### config.mk
export PLATFORM = sky130hd
export DESIGN_NAME = edid_block_from_timings_top
export DESIGN_NICKNAME = d
export VERILOG_FILES = /design/src/hw/rtl/edidb_pkg.sv /design/src/hw/rtl/edidb_dtd_pack.sv /design/src/hw/rtl/edid_block_from_timings_top.sv
export SDC_FILE = /design/constraint.sdc
export NUM_CORES = 2
export LEC_CHECK = 0
export BUFFER_PORTS_ARGS = -buffer_cell sky130_fd_sc_hd__buf_2
export CORE_MARGIN = 8
export CORE_UTILIZATION = 65
export CTS_CLUSTER_SIZE = 8
export DETAILED_ROUTE_END_ITERATION = 12
export GPL_ROUTABILITY_DRIVEN = 0
export PLACE_DENSITY = 0.86
export SLEW_MARGIN = 0
export SYNTH_ARGS = -nofsm -noshare
export SYNTH_HDL_FRONTEND = slang
export SYNTH_HIERARCHICAL = 1
export SYNTH_SLANG_ARGS = --single-unit
export TNS_END_PERCENT = 5
### constraint.sdc
create_clock -name clk -period 10.2 [get_ports clk]
set_clock_uncertainty 0.05 [all_clocks]
set_input_delay 0.51 -clock clk [delete_from_list [all_inputs] [get_ports clk]]
set_output_delay 0.51 -clock clk [all_outputs]
set_load 0.1 [all_outputs]
### src/hw/rtl/edidb_pkg.sv
// Shared types, constants and the fixed-byte table of the EDID base block reader.
// No dependencies; imported by edidb_dtd_pack and edid_block_from_timings_top.
package edidb_pkg;

  // Configuration register indexes, in the order of the register list.
  typedef enum logic [2:0] {
    REG_ACTIVE_WIDTH  = 3'd0,
    REG_ACTIVE_HEIGHT = 3'd1,
    REG_H_PORCHES     = 3'd2,
    REG_V_PORCHES     = 3'd3,
    REG_FRAME_RATE    = 3'd4,
    REG_VENDOR_CODE   = 3'd5,
    REG_PHYS_SIZE     = 3'd6,
    REG_BORDER_SIZES  = 3'd7
  } cfg_reg_t;

  localparam int unsigned CFG_INDEX_W = 8;
  localparam int unsigned CFG_DATA_W  = 64;

  localparam logic [7:0] FRAME_RATE_RESET = 8'd60;

  // Byte offsets with special treatment.
  localparam logic [6:0] OFS_VENDOR_LO = 7'd8;
  localparam logic [6:0] OFS_VENDOR_HI = 7'd9;
  localparam logic [6:0] OFS_DTD       = 7'd54;
  localparam logic [6:0] OFS_PCLK_LO   = 7'd54;
  localparam logic [6:0] OFS_PCLK_HI   = 7'd55;
  localparam logic [6:0] OFS_DTD_VAR_LO = 7'd56;
  localparam logic [6:0] OFS_DTD_VAR_HI = 7'd70;
  localparam logic [6:0] OFS_CHECKSUM  = 7'd127;

  // Variable bytes: vendor low and high in entries 0 and 1, descriptor byte i
  // (offset 54 + i) in entry i for i from 2 to 16.
  localparam int unsigned NUM_VB = 17;
  localparam int unsigned VB_IDX_W = 5;
  typedef logic [NUM_VB-1:0][7:0] vb_bytes_t;

  // Horizontal and vertical totals of the timing.
  typedef struct packed {
    logic [13:0] h_total;
    logic [13:0] v_total;
  } totals_t;

  // Division by 10000: shift right by 4, then multiply by the reciprocal of
  // 625 rounded up to 2^38 / 625; exact for every 28-bit dividend.
  localparam int unsigned DIV_PRE_SHIFT = 4;
  localparam int unsigned RECIP_SHIFT   = 38;
  localparam logic [28:0] RECIP_625     = 29'd439804652;

  // Bytes of the block that never change; variable positions read as zero.
  function automatic logic [7:0] edidb_fixed_byte(input logic [6:0] ofs);
    logic [7:0] b;
    b = 8'h00;
    priority if (ofs == 7'd0 || ofs == 7'd7) begin
      b = 8'h00;
    end else if (ofs <= 7'd6) begin
      b = 8'hff;
    end else if (ofs >= 7'd10 && ofs <= 7'd17) begin
      b = 8'hff;
    end else if (ofs == 7'd18) begin
      b = 8'h01;
    end else if (ofs == 7'd19) begin
      b = 8'h03;
    end else if (ofs == 7'd20) begin
      b = 8'h80;
    end else if (ofs >= 7'd21 && ofs <= 7'd23) begin
      b = 8'hff;
    end else if (ofs == 7'd24) begin
      b = 8'hee;
    end else if (ofs >= 7'd25 && ofs <= 7'd34) begin
      b = 8'hff;
    end else if (ofs == 7'd71) begin
      b = 8'h1a;
    end else begin
      b = 8'h00;
    end
    return b;
  endfunction

  // Sum of the fixed bytes 0 to 126, worked out at elaboration.
  function automatic logic [7:0] edidb_fixed_sum();
    logic [7:0] s;
    s = 8'h00;
    for (int i = 0; i < 127; i++) begin
      s = s + edidb_fixed_byte(7'(i));
    end
    return s;
  endfunction

  localparam logic [7:0] FIXED_SUM = edidb_fixed_sum();

endpackage

### src/hw/rtl/edidb_dtd_pack.sv
// Packs the timing registers into the variable bytes of the EDID block and
// forms the horizontal and vertical totals. Depends on edidb_pkg.
module edidb_dtd_pack (
  input  logic [11:0]         active_width,
  input  logic [11:0]         active_height,
  input  logic [35:0]         horizontal_porches,
  input  logic [35:0]         vertical_porches,
  input  logic [15:0]         vendor_code,
  input  logic [23:0]         physical_size,
  input  logic [63:0]         border_sizes,
  output edidb_pkg::totals_t  totals,
  output edidb_pkg::vb_bytes_t vb
);
  import edidb_pkg::*;

  logic [11:0] hfp, hbp, hsw, vfp, vbp, vsw, pw, pl;
  logic [13:0] hbl, vbl;
  logic [16:0] lr_sum, tb_sum;

  // Porch fields and physical size fields.
  assign hfp = horizontal_porches[11:0];
  assign hbp = horizontal_porches[23:12];
  assign hsw = horizontal_porches[35:24];
  assign vfp = vertical_porches[11:0];
  assign vbp = vertical_porches[23:12];
  assign vsw = vertical_porches[35:24];
  assign pw  = physical_size[11:0];
  assign pl  = physical_size[23:12];

  // Blanking sums never wrap in 14 bits.
  assign hbl = 14'(hfp) + 14'(hbp) + 14'(hsw);
  assign vbl = 14'(vfp) + 14'(vbp) + 14'(vsw);

  assign totals.h_total = 14'(active_width) + hbl;
  assign totals.v_total = 14'(active_height) + vbl;

  // Border pairs are summed in 17 bits and halved.
  assign lr_sum = 17'(border_sizes[15:0]) + 17'(border_sizes[31:16]);
  assign tb_sum = 17'(border_sizes[47:32]) + 17'(border_sizes[63:48]);

  // Byte layout of the vendor id and the first detailed timing descriptor.
  always_comb begin
    vb     = '0;
    vb[0]  = vendor_code[7:0];
    vb[1]  = vendor_code[15:8];
    vb[2]  = active_width[7:0];
    vb[3]  = hbl[7:0];
    vb[4]  = {active_width[11:8], hbl[11:8]};
    vb[5]  = active_height[7:0];
    vb[6]  = vbl[7:0];
    vb[7]  = {active_height[11:8], vbl[11:8]};
    vb[8]  = hfp[7:0];
    vb[9]  = hsw[7:0];
    vb[10] = {vfp[3:0], vsw[3:0]};
    vb[11] = {hfp[9:8], hsw[9:8], vfp[5:4], vsw[5:4]};
    vb[12] = pw[7:0];
    vb[13] = pl[7:0];
    vb[14] = {pw[11:8], pl[11:8]};
    vb[15] = lr_sum[8:1];
    vb[16] = tb_sum[8:1];
  end

endmodule

### src/hw/rtl/edid_block_from_timings_top.sv
// Top level of the EDID 1.3 base block reader: configuration registers and a
// five-stage read pipeline. Depends on edidb_pkg and edidb_dtd_pack.
//
//   Channel | Direction | Handshake         | Payload
//   in_     | input     | in_valid/in_stall  | in_byte_offset (7 bits)
//   out_    | output    | out_valid/out_stall| out_byte_value (8 bits)
//   cfg_    | input     | cfg_valid/cfg_ready| cfg_index (8), cfg_data (64)
//
// One item is accepted per cycle while in_stall is low; its byte passes through the
// pipeline, whose depth is set by the two multiplies of the pixel clock path and
// the reciprocal divide by 10000 that each item carries through the stages.
// Reset clears the stage valid bits and sets the configuration registers to their defaults.
// A stall on the output holds the result; earlier stages keep filling until
// the pipeline is full, and only then is the input stalled.
module edid_block_from_timings_top (
  input  logic                              clk,
  input  logic                              rst_n,
  input  logic                              in_valid,
  output logic                              in_stall,
  input  logic [6:0]                        in_byte_offset,
  output logic                              out_valid,
  input  logic                              out_stall,
  output logic [7:0]                        out_byte_value,
  input  logic                              cfg_valid,
  output logic                              cfg_ready,
  input  logic [edidb_pkg::CFG_INDEX_W-1:0] cfg_index,
  input  logic [edidb_pkg::CFG_DATA_W-1:0]  cfg_data
);
  import edidb_pkg::*;

  // Configuration registers.
  logic [11:0] active_width_r, active_height_r;
  logic [35:0] h_porches_r, v_porches_r;
  logic [7:0]  frame_rate_r;
  logic [15:0] vendor_code_r;
  logic [23:0] phys_size_r;
  logic [63:0] border_sizes_r;

  // Pipeline stage registers.
  logic              v1_r, v2_r, v3_r, v4_r, v5_r;
  logic [6:0]        off1_r, off2_r, off3_r, off4_r;
  totals_t           tot1_r;
  logic [7:0]        fr1_r, fr2_r;
  vb_bytes_t         vb1_r;
  logic [27:0]       prod2_r;
  logic [3:0][7:0]   psum2_r;
  logic [7:0]        sel2_r, sel3_r, sel4_r;
  logic [31:0]       x3_r;
  logic [7:0]        vsum3_r, vsum4_r;
  logic [15:0]       q4_r;
  logic [7:0]        out_byte_value_r;

  logic              rdy1, rdy2, rdy3, rdy4, rdy5;
  logic              in_acc;
  totals_t           tot_nxt;
  vb_bytes_t         vb_nxt;
  logic [27:0]       prod2_nxt;
  logic [3:0][7:0]   psum2_nxt;
  logic [7:0]        sel2_nxt, vsum3_nxt, cks, out_byte_value_nxt;
  logic [35:0]       scaled;
  logic [27:0]       div_in;
  logic [56:0]       recip_prod;
  logic [15:0]       q4_nxt;
  logic [6:0]        vb_ofs;

  // The register file takes a write in every cycle.
  assign cfg_ready = 1'b1;

  // Register writes; indexes beyond the list are ignored.
  always_ff @(posedge clk) begin
    if (!rst_n) begin
      active_width_r  <= '0;
      active_height_r <= '0;
      h_porches_r     <= '0;
      v_porches_r     <= '0;
      frame_rate_r    <= FRAME_RATE_RESET;
      vendor_code_r   <= '0;
      phys_size_r     <= '0;
      border_sizes_r  <= '0;
    end else if (cfg_valid && cfg_ready && cfg_index[CFG_INDEX_W-1:3] == '0) begin
      unique case (cfg_reg_t'(cfg_index[2:0]))
        REG_ACTIVE_WIDTH:  active_width_r  <= cfg_data[11:0];
        REG_ACTIVE_HEIGHT: active_height_r <= cfg_data[11:0];
        REG_H_PORCHES:     h_porches_r     <= cfg_data[35:0];
        REG_V_PORCHES:     v_porches_r     <= cfg_data[35:0];
        REG_FRAME_RATE:    frame_rate_r    <= cfg_data[7:0];
        REG_VENDOR_CODE:   vendor_code_r   <= cfg_data[15:0];
        REG_PHYS_SIZE:     phys_size_r     <= cfg_data[23:0];
        REG_BORDER_SIZES:  border_sizes_r  <= cfg_data;
        default: ;
      endcase
    end
  end

  // Each stage loads when it is empty or the stage after it moves on.
  assign rdy5     = !v5_r || !out_stall;
  assign rdy4     = !v4_r || rdy5;
  assign rdy3     = !v3_r || rdy4;
  assign rdy2     = !v2_r || rdy3;
  assign rdy1     = !v1_r || rdy2;
  assign in_stall = !rdy1;
  assign in_acc   = in_valid && !in_stall;

  always_ff @(posedge clk) begin
    if (!rst_n) begin
      v1_r <= 1'b0;
      v2_r <= 1'b0;
      v3_r <= 1'b0;
      v4_r <= 1'b0;
      v5_r <= 1'b0;
    end else begin
      if (rdy1) v1_r <= in_acc;
      if (rdy2) v2_r <= v1_r;
      if (rdy3) v3_r <= v2_r;
      if (rdy4) v4_r <= v3_r;
      if (rdy5) v5_r <= v4_r;
    end
  end

  // Stage 1: byte packing and timing totals from the registers.
  edidb_dtd_pack u_pack (
    .active_width       (active_width_r),
    .active_height      (active_height_r),
    .horizontal_porches (h_porches_r),
    .vertical_porches   (v_porches_r),
    .vendor_code        (vendor_code_r),
    .physical_size      (phys_size_r),
    .border_sizes       (border_sizes_r),
    .totals             (tot_nxt),
    .vb                 (vb_nxt)
  );

  always_ff @(posedge clk) begin
    if (rdy1) begin
      off1_r <= in_byte_offset;
      tot1_r <= tot_nxt;
      fr1_r  <= frame_rate_r;
      vb1_r  <= vb_nxt;
    end
  end

  // Stage 2: total pixel count, partial checksum sums and the byte select.
  assign prod2_nxt    = tot1_r.v_total * tot1_r.h_total;
  assign psum2_nxt[0] = vb1_r[0] + vb1_r[1] + vb1_r[2] + vb1_r[3] + vb1_r[4];
  assign psum2_nxt[1] = vb1_r[5] + vb1_r[6] + vb1_r[7] + vb1_r[8];
  assign psum2_nxt[2] = vb1_r[9] + vb1_r[10] + vb1_r[11] + vb1_r[12];
  assign psum2_nxt[3] = vb1_r[13] + vb1_r[14] + vb1_r[15] + vb1_r[16];
  assign vb_ofs       = off1_r - OFS_DTD;

  always_comb begin
    priority if (off1_r == OFS_VENDOR_LO) begin
      sel2_nxt = vb1_r[0];
    end else if (off1_r == OFS_VENDOR_HI) begin
      sel2_nxt = vb1_r[1];
    end else if (off1_r >= OFS_DTD_VAR_LO && off1_r <= OFS_DTD_VAR_HI) begin
      sel2_nxt = vb1_r[vb_ofs[VB_IDX_W-1:0]];
    end else begin
      sel2_nxt = edidb_fixed_byte(off1_r);
    end
  end

  always_ff @(posedge clk) begin
    if (rdy2) begin
      off2_r  <= off1_r;
      prod2_r <= prod2_nxt;
      fr2_r   <= fr1_r;
      psum2_r <= psum2_nxt;
      sel2_r  <= sel2_nxt;
    end
  end

  // Stage 3: scale by the frame rate, wrapping at 32 bits.
  assign scaled    = prod2_r * fr2_r;
  assign vsum3_nxt = psum2_r[0] + psum2_r[1] + psum2_r[2] + psum2_r[3];

  always_ff @(posedge clk) begin
    if (rdy3) begin
      off3_r  <= off2_r;
      x3_r    <= scaled[31:0];
      vsum3_r <= vsum3_nxt;
      sel3_r  <= sel2_r;
    end
  end

  // Stage 4: divide by 10000 through the reciprocal of 625.
  assign div_in     = x3_r[31:DIV_PRE_SHIFT];
  assign recip_prod = div_in * RECIP_625;
  assign q4_nxt     = recip_prod[RECIP_SHIFT+15:RECIP_SHIFT];

  always_ff @(posedge clk) begin
    if (rdy4) begin
      off4_r  <= off3_r;
      q4_r    <= q4_nxt;
      vsum4_r <= vsum3_r;
      sel4_r  <= sel3_r;
    end
  end

  // Stage 5: pixel clock bytes, checksum and the output register.
  assign cks = 8'h00 - (FIXED_SUM + vsum4_r + q4_r[7:0] + q4_r[15:8]);

  always_comb begin
    priority if (off4_r == OFS_PCLK_LO) begin
      out_byte_value_nxt = q4_r[7:0];
    end else if (off4_r == OFS_PCLK_HI) begin
      out_byte_value_nxt = q4_r[15:8];
    end else if (off4_r == OFS_CHECKSUM) begin
      out_byte_value_nxt = cks;
    end else begin
      out_byte_value_nxt = sel4_r;
    end
  end

  always_ff @(posedge clk) begin
    if (rdy5) begin
      out_byte_value_r <= out_byte_value_nxt;
    end
  end

  assign out_valid      = v5_r;
  assign out_byte_value = out_byte_value_r;

  // An accepted item occupies the first stage on the next cycle.
  a_accept_enters: assert property (@(posedge clk) disable iff (!rst_n)
    in_acc |=> v1_r)
    else $error("accepted item did not enter the first stage");

  // With every stage full and the output stalled, the input must be stalled.
  a_full_stalls: assert property (@(posedge clk) disable iff (!rst_n)
    (v1_r && v2_r && v3_r && v4_r && v5_r && out_stall) |-> in_stall)
    else $error("input accepted while the pipeline is full and stalled");

  // A stage 4 item blocked by a stalled output keeps its offset and quotient.
  a_stage4_holds: assert property (@(posedge clk) disable iff (!rst_n)
    (v4_r && !rdy5) |=> (v4_r && $stable(off4_r) && $stable(q4_r)))
    else $error("stage 4 item changed while blocked");

endmodule
# [Word level (Yosys, flattened, before mapping)]
# Cells that the tools add are included.
# W data, S select, Z words.
[op_classes] add_sub_neg=29 mul=3 order_cmp=10 eq_ne=18 mux=18 n_reduce_logical=30
[op_table] cell="$add A8 B8 Y8" n=18
[op_table] cell="$mux W8" n=16
[op_table] cell="$mul A28 B27 Y52 const B" n=1
[op_table] cell="$bmux W8 S5" n=1
[op_table] cell="$mul A28 B8 Y32" n=1
[op_table] cell="$add A12 B14 Y14" n=2
[op_table] cell="$add A14 B12 Y14" n=2
[op_table] cell="$eq A7 B5 Y1 const B" n=4
[op_table] cell="$mul A14 B14 Y28" n=1
[op_table] cell="$add A12 B12 Y13" n=2
[op_table] cell="$add A9 B9 Y9" n=2
[op_table] cell="$reduce_and A2 Y1" n=8
[op_table] cell="$eq A7 B4 Y1 const B" n=2
[op_table] cell="$eq A7 B6 Y1 const B" n=2
[op_table] cell="$eq A7 B7 Y1 const B" n=2
[op_table] cell="$ge A7 B5 Y1 const B" n=2
[op_table] cell="$le A7 B5 Y1 const B" n=2
[op_table] cell="$eq A3 B3 Y1 const B" n=4
[op_table] cell="$add A7 B8 Y8 const A" n=1
[op_table] cell="$sub A1 B8 Y8 const A" n=1
[op_table] cell="$eq A7 B3 Y1 const B" n=1
[op_table] cell="$ge A7 B4 Y1 const B" n=1
[op_table] cell="$ge A7 B6 Y1 const B" n=1
[op_table] cell="$le A7 B3 Y1 const B" n=1
[op_table] cell="other kinds (13)" n=30
[word_totals] regBits=570 inputBits=84 output_inout_bits=11 word_cells=159

# [Logic depth before layout (Yosys ltp)]
[logic_depth] ltp_word=14 mapped_depth=22 ltp_nobuf=22

# [Modules after synthesis]
# The synthesis kept the hierarchy.
[modules_own_cells] mod="edid_block_from_timings_top" n_inst=1 cells_per_inst=4681 area_each_um2=50412.1 seq_area_each_um2=15074.5
[modules_own_cells] mod="edidb_dtd_pack" n_inst=1 cells_per_inst=509 area_each_um2=4107.7 seq_area_each_um2=0.0

# [Worst setup path before layout]
# Ideal clock, no wire load.
[synth_timing] kind="flip-flop to output port" startpoint="register v5_r (netlist: out_valid)" endpoint="output port in_stall" t_arrival_ns=8.337 required_ns=9.640 path_slack_ns=1.303 path_stages_with_launch=5 path_buffers=0 path_cell_list="dfxtp_1 and3_1 and2_1 nand3_1 inv_1"
[synth_between] elab_chain_len=7
[synth_rtl] element="start, declared" line_no="edid_block_from_timings_top.sv:40" source="logic v1_r, v2_r, v3_r, v4_r, v5_r;"
[synth_rtl] element="start signal, assigned" line_no="edid_block_from_timings_top.sv:116" source="if (rdy5) v5_r <= v4_r;"
[synth_rtl] element="$logic_not A1 Y1" line_no="edid_block_from_timings_top.sv:96" source="assign rdy5 = !v5_r || !out_stall;"
[synth_rtl] element="$logic_or A1 B1 Y1" line_no="edid_block_from_timings_top.sv:96"
[synth_rtl] element="$logic_or A1 B1 Y1" line_no="edid_block_from_timings_top.sv:97" source="assign rdy4 = !v4_r || rdy5;"
[synth_rtl] element="$logic_or A1 B1 Y1" line_no="edid_block_from_timings_top.sv:98" source="assign rdy3 = !v3_r || rdy4;"
[synth_rtl] element="$logic_or A1 B1 Y1" line_no="edid_block_from_timings_top.sv:99" source="assign rdy2 = !v2_r || rdy3;"
[synth_rtl] element="$logic_or A1 B1 Y1" line_no="edid_block_from_timings_top.sv:100" source="assign rdy1 = !v1_r || rdy2;"
[synth_rtl] element="$logic_not A1 Y1" line_no="edid_block_from_timings_top.sv:101" source="assign in_stall = !rdy1;"
[synth_rtl] element="end, declared" line_no="edid_block_from_timings_top.sv:19" source="output logic in_stall,"
# Every way passes these cells.

# [Final worst setup path]
[layout_timing] startpoint="register x3_r[21]" endpoint="register q4_r[15] (data pin)"
[layout_between] elab_chain_len=1
[layout_rtl] element="start, declared" line_no="edid_block_from_timings_top.sv:48" source="logic [31:0] x3_r;"
[layout_rtl] element="start signal, assigned" line_no="edid_block_from_timings_top.sv:179" source="x3_r <= scaled[31:0];"
[layout_rtl] element="$mul A28 B27 Y52" line_no="edid_block_from_timings_top.sv:187" source="assign recip_prod = div_in * RECIP_625;"
[layout_rtl] element="via recip_prod[53]" line_no="edid_block_from_timings_top.sv:62" source="logic [56:0] recip_prod;"
[layout_rtl] element="end signal, assigned" line_no="edid_block_from_timings_top.sv:193" source="q4_r <= q4_nxt;"
[layout_rtl] element="end, declared" line_no="edid_block_from_timings_top.sv:50" source="logic [15:0] q4_r;"
# The timed path passes the listed nets, and every way through them passes these cells.
# A chain may end at the register's enable or synchronous reset.

==> impl_metrics.json <==
{
  "syn_to_final_growth_pct": 5.48,
  "setup_tns_ns": 0,
  "cp-startpoint": "x3_r[21]$_DFFE_PP_",
  "rsz0062_at_grt": "false",
  "reg2regPathDepth": 19,
  "p_sw_uw": 1160,
  "cpPeakStageDelay_ns": 0.70,
  "drive_above_1_share": 0.0524,
  "cts_resized": 0,
  "fin_nets": 6340,
  "die_h_um": 303,
  "rows": 105,
  "dr.pass1.iters": 8,
  "post_drt_wl_per_cell_um": 22.1,
  "clk_pin_slew_ns": 0.05,
  "ys_warn_count": 6,
  "cpMaxStageDelayCell": "edfxtp_1",
  "worst_slew_pin_slew_ns": 1.26,
  "cts_buffers": 78,
  "syn_nets": 6405,
  "core-area_um2": 81800,
  "arrival_ns": 7.72,
  "initial_utilization": 0.654,
  "hold_viol": 0,
  "clk_latency_ns": 0.68,
  "path_max_fanout": 8,
  "fin_ws_ns": 2.79,
  "grt_pass1_wl_um": 214000,
  "clkPwrFrac": 0.487,
  "slew_viol_final": 0,
  "grt-ovfl-total": 0,
  "netlist_area_um2": 53500,
  "h-tree-depth": 3,
  "maxCapViolations": 0,
  "via_count": 37500,
  "ir_worst_vdd_uv": 155,
  "critPathCaptureType": "register",
  "power.leakage_uw": 0.0277,
  "syn_avg_cell_area_um2": 10.5,
  "grtUsageTotal": 0.300,
  "viasPerCell": 6.11,
  "p_comb_frac": 0.040,
  "drc": 0,
  "reg2reg_slack_ns": 2.79,
  "crit_chain": "ha_1 > inv_1 > fa_1 > inv_1 > fa_1 > fa_1 > fa_1 > fa_1 > inv_1 > fa_1 > inv_1 > ha_1 > and3_1 > nand4_1 > a211oi_1 > o211ai_2 > a21oi_1 > o211a_1 > nor3_1",
  "reg2reg_from": "x3_r[21]$_DFFE_PP_",
  "seq_power_share": 0.473,
  "synthCells": 5078,
  "slew_headroom": 0.153,
  "dp_hpwl_um": 101000,
  "whs_ns": 0.0159,
  "antenna_found_initial": 4,
  "root_buffer": "clkbuf_16",
  "setup_viol": 0,
  "fin_cells": 6135,
  "hold_class": "input pin to register",
  "totalWireLength_um": 136000,
  "clk_path_buf_depth": 3,
  "io_pins": 95,
  "dp_cells": 5999,
  "switching_share": 0.231,
  "cp_common_cell": "fa_1",
  "max_freq_mhz": 135,
  "timing.final.crit_share": 0.727,
  "fp.dieW_um": 303,
  "post-route-min-period_ns": 7.41,
  "grt_pass1_vias": 40300,
  "internal-power_uw": 3870,
  "hold_start": "in_byte_offset[3]",
  "p_per_area_nw_per_um2": 89.1,
  "ant_nets": 0,
  "post_cts_buffers": 0,
  "status": "completed",
  "clock_sinks": 545,
  "critical_path_class": "register to register",
  "grt_max_degree": 122,
  "io_buffers": 79,
  "dieArea_um2": 91800,
  "hold_depth": 1,
  "cp.required_ns": 10.51,
  "worstHoldEndpoint": "off1_r[3]$_DFFE_PN_",
  "cp-start-kind": "register",
  "drtIter0Drc": 4053,
  "tritoncts": "built",
  "place_ws_ns": 2.86,
  "worstReg2RegEnd": "q4_r[15]$_DFFE_PP_"
}
cell usage in the layout (no fill, tap or decap), types with 46 or more instances in the layout:
| cell type | count |
|---|---|
| a21boi_0 | 130 |
| a21o_1 | 60 |
| a21oi_1 | 158 |
| and2_1 | 184 |
| buf_2 | 78 |
| clkbuf_16 | 78 |
| dfxtp_1 | 185 |
| edfxtp_1 | 360 |
| fa_1 | 728 |
| ha_1 | 515 |
| inv_1 | 954 |
| mux2i_1 | 58 |
| nand2_1 | 598 |
| nor2_1 | 97 |
| nor2b_1 | 76 |
| nor3_1 | 46 |
| o21ai_0 | 72 |
| xnor2_1 | 141 |
| xor2_1 | 46 |
state kept, by name (all words and copies together), names as in the netlist, 24 cells and up:
register,cells
x3_r,28
prod2_r,28
tot1_r,28
v_porches_r,36
h_porches_r,36
psum2_r,32
phys_size_r,24
vb1_r,136
border_sizes_r,36
routing by layer:
| layer | GRT usage | routed length (µm) |
|---|---|---|
| met5 | 0 | 0 |
| met3 | 0.0610 | 13200 |
| met1 | 0.355 | 47300 |
| met4 | 0.176 | 9530 |
| met2 | 0.505 | 65500 |
per-stage QoR:
stage / cell area [µm²] / util / power (µW)
4_1_cts: 56500 / 0.690 / 5040
3_5_place_dp: 54100 / 0.661 / 2610
5_1_grt: 56500 / 0.690 / 5150
3_3_place_gp: 54100 / 0.661 / 2610
2_1_floorplan: 53500 / - / 2540
6_report: 56500 / 0.690 / 5030
power groups by stage:
stage	clock network (µW)	logic, µW	registers (µW)
4_1_cts	2460	196	2380
6_report	2450	201	2380
3_5_place_dp	0	191	2420
5_1_grt	2560	210	2380
2_1_floorplan	0	103	2440
3_3_place_gp	0	186	2420
worst max path at each step:
stage	to	slack, ns
floorplan	in_stall	1.30
global placement	q4_r[15]$_DFFE_PP_	3.10
detailed placement	q4_r[15]$_DFFE_PP_	2.86
CTS	q4_r[15]$_DFFE_PP_	2.85
global route	q4_r[15]$_DFFE_PP_	2.50
finish	q4_r[15]$_DFFE_PP_	2.79
worst max-delay path, delay by kind of cell, from the launching register on:
family          cells  cell delay [ns]
fa+ha+maj           8             3.74
buf+inv             4             0.59
flops               1             0.70
compound gates      4             1.67
simple gates        3             0.40
layout make-up:
class,count,area (µm²)
inverter,955,3580
fill,5261,25400
clock buffer,121,2120
multi-input combinational,3335,34100
sequential,545,14500
clock inverter,8,215
timing repair buffer,98,551
tap,1070,1340
antenna,3,7.51
what timing repair did:
action | CTS | global route
hold buffers | 3 | 1
endpoints found under the setup margin | 0 | 0
endpoints found under the hold margin | 3 | 1
Note: power is estimated with default switching activity, not from simulation.
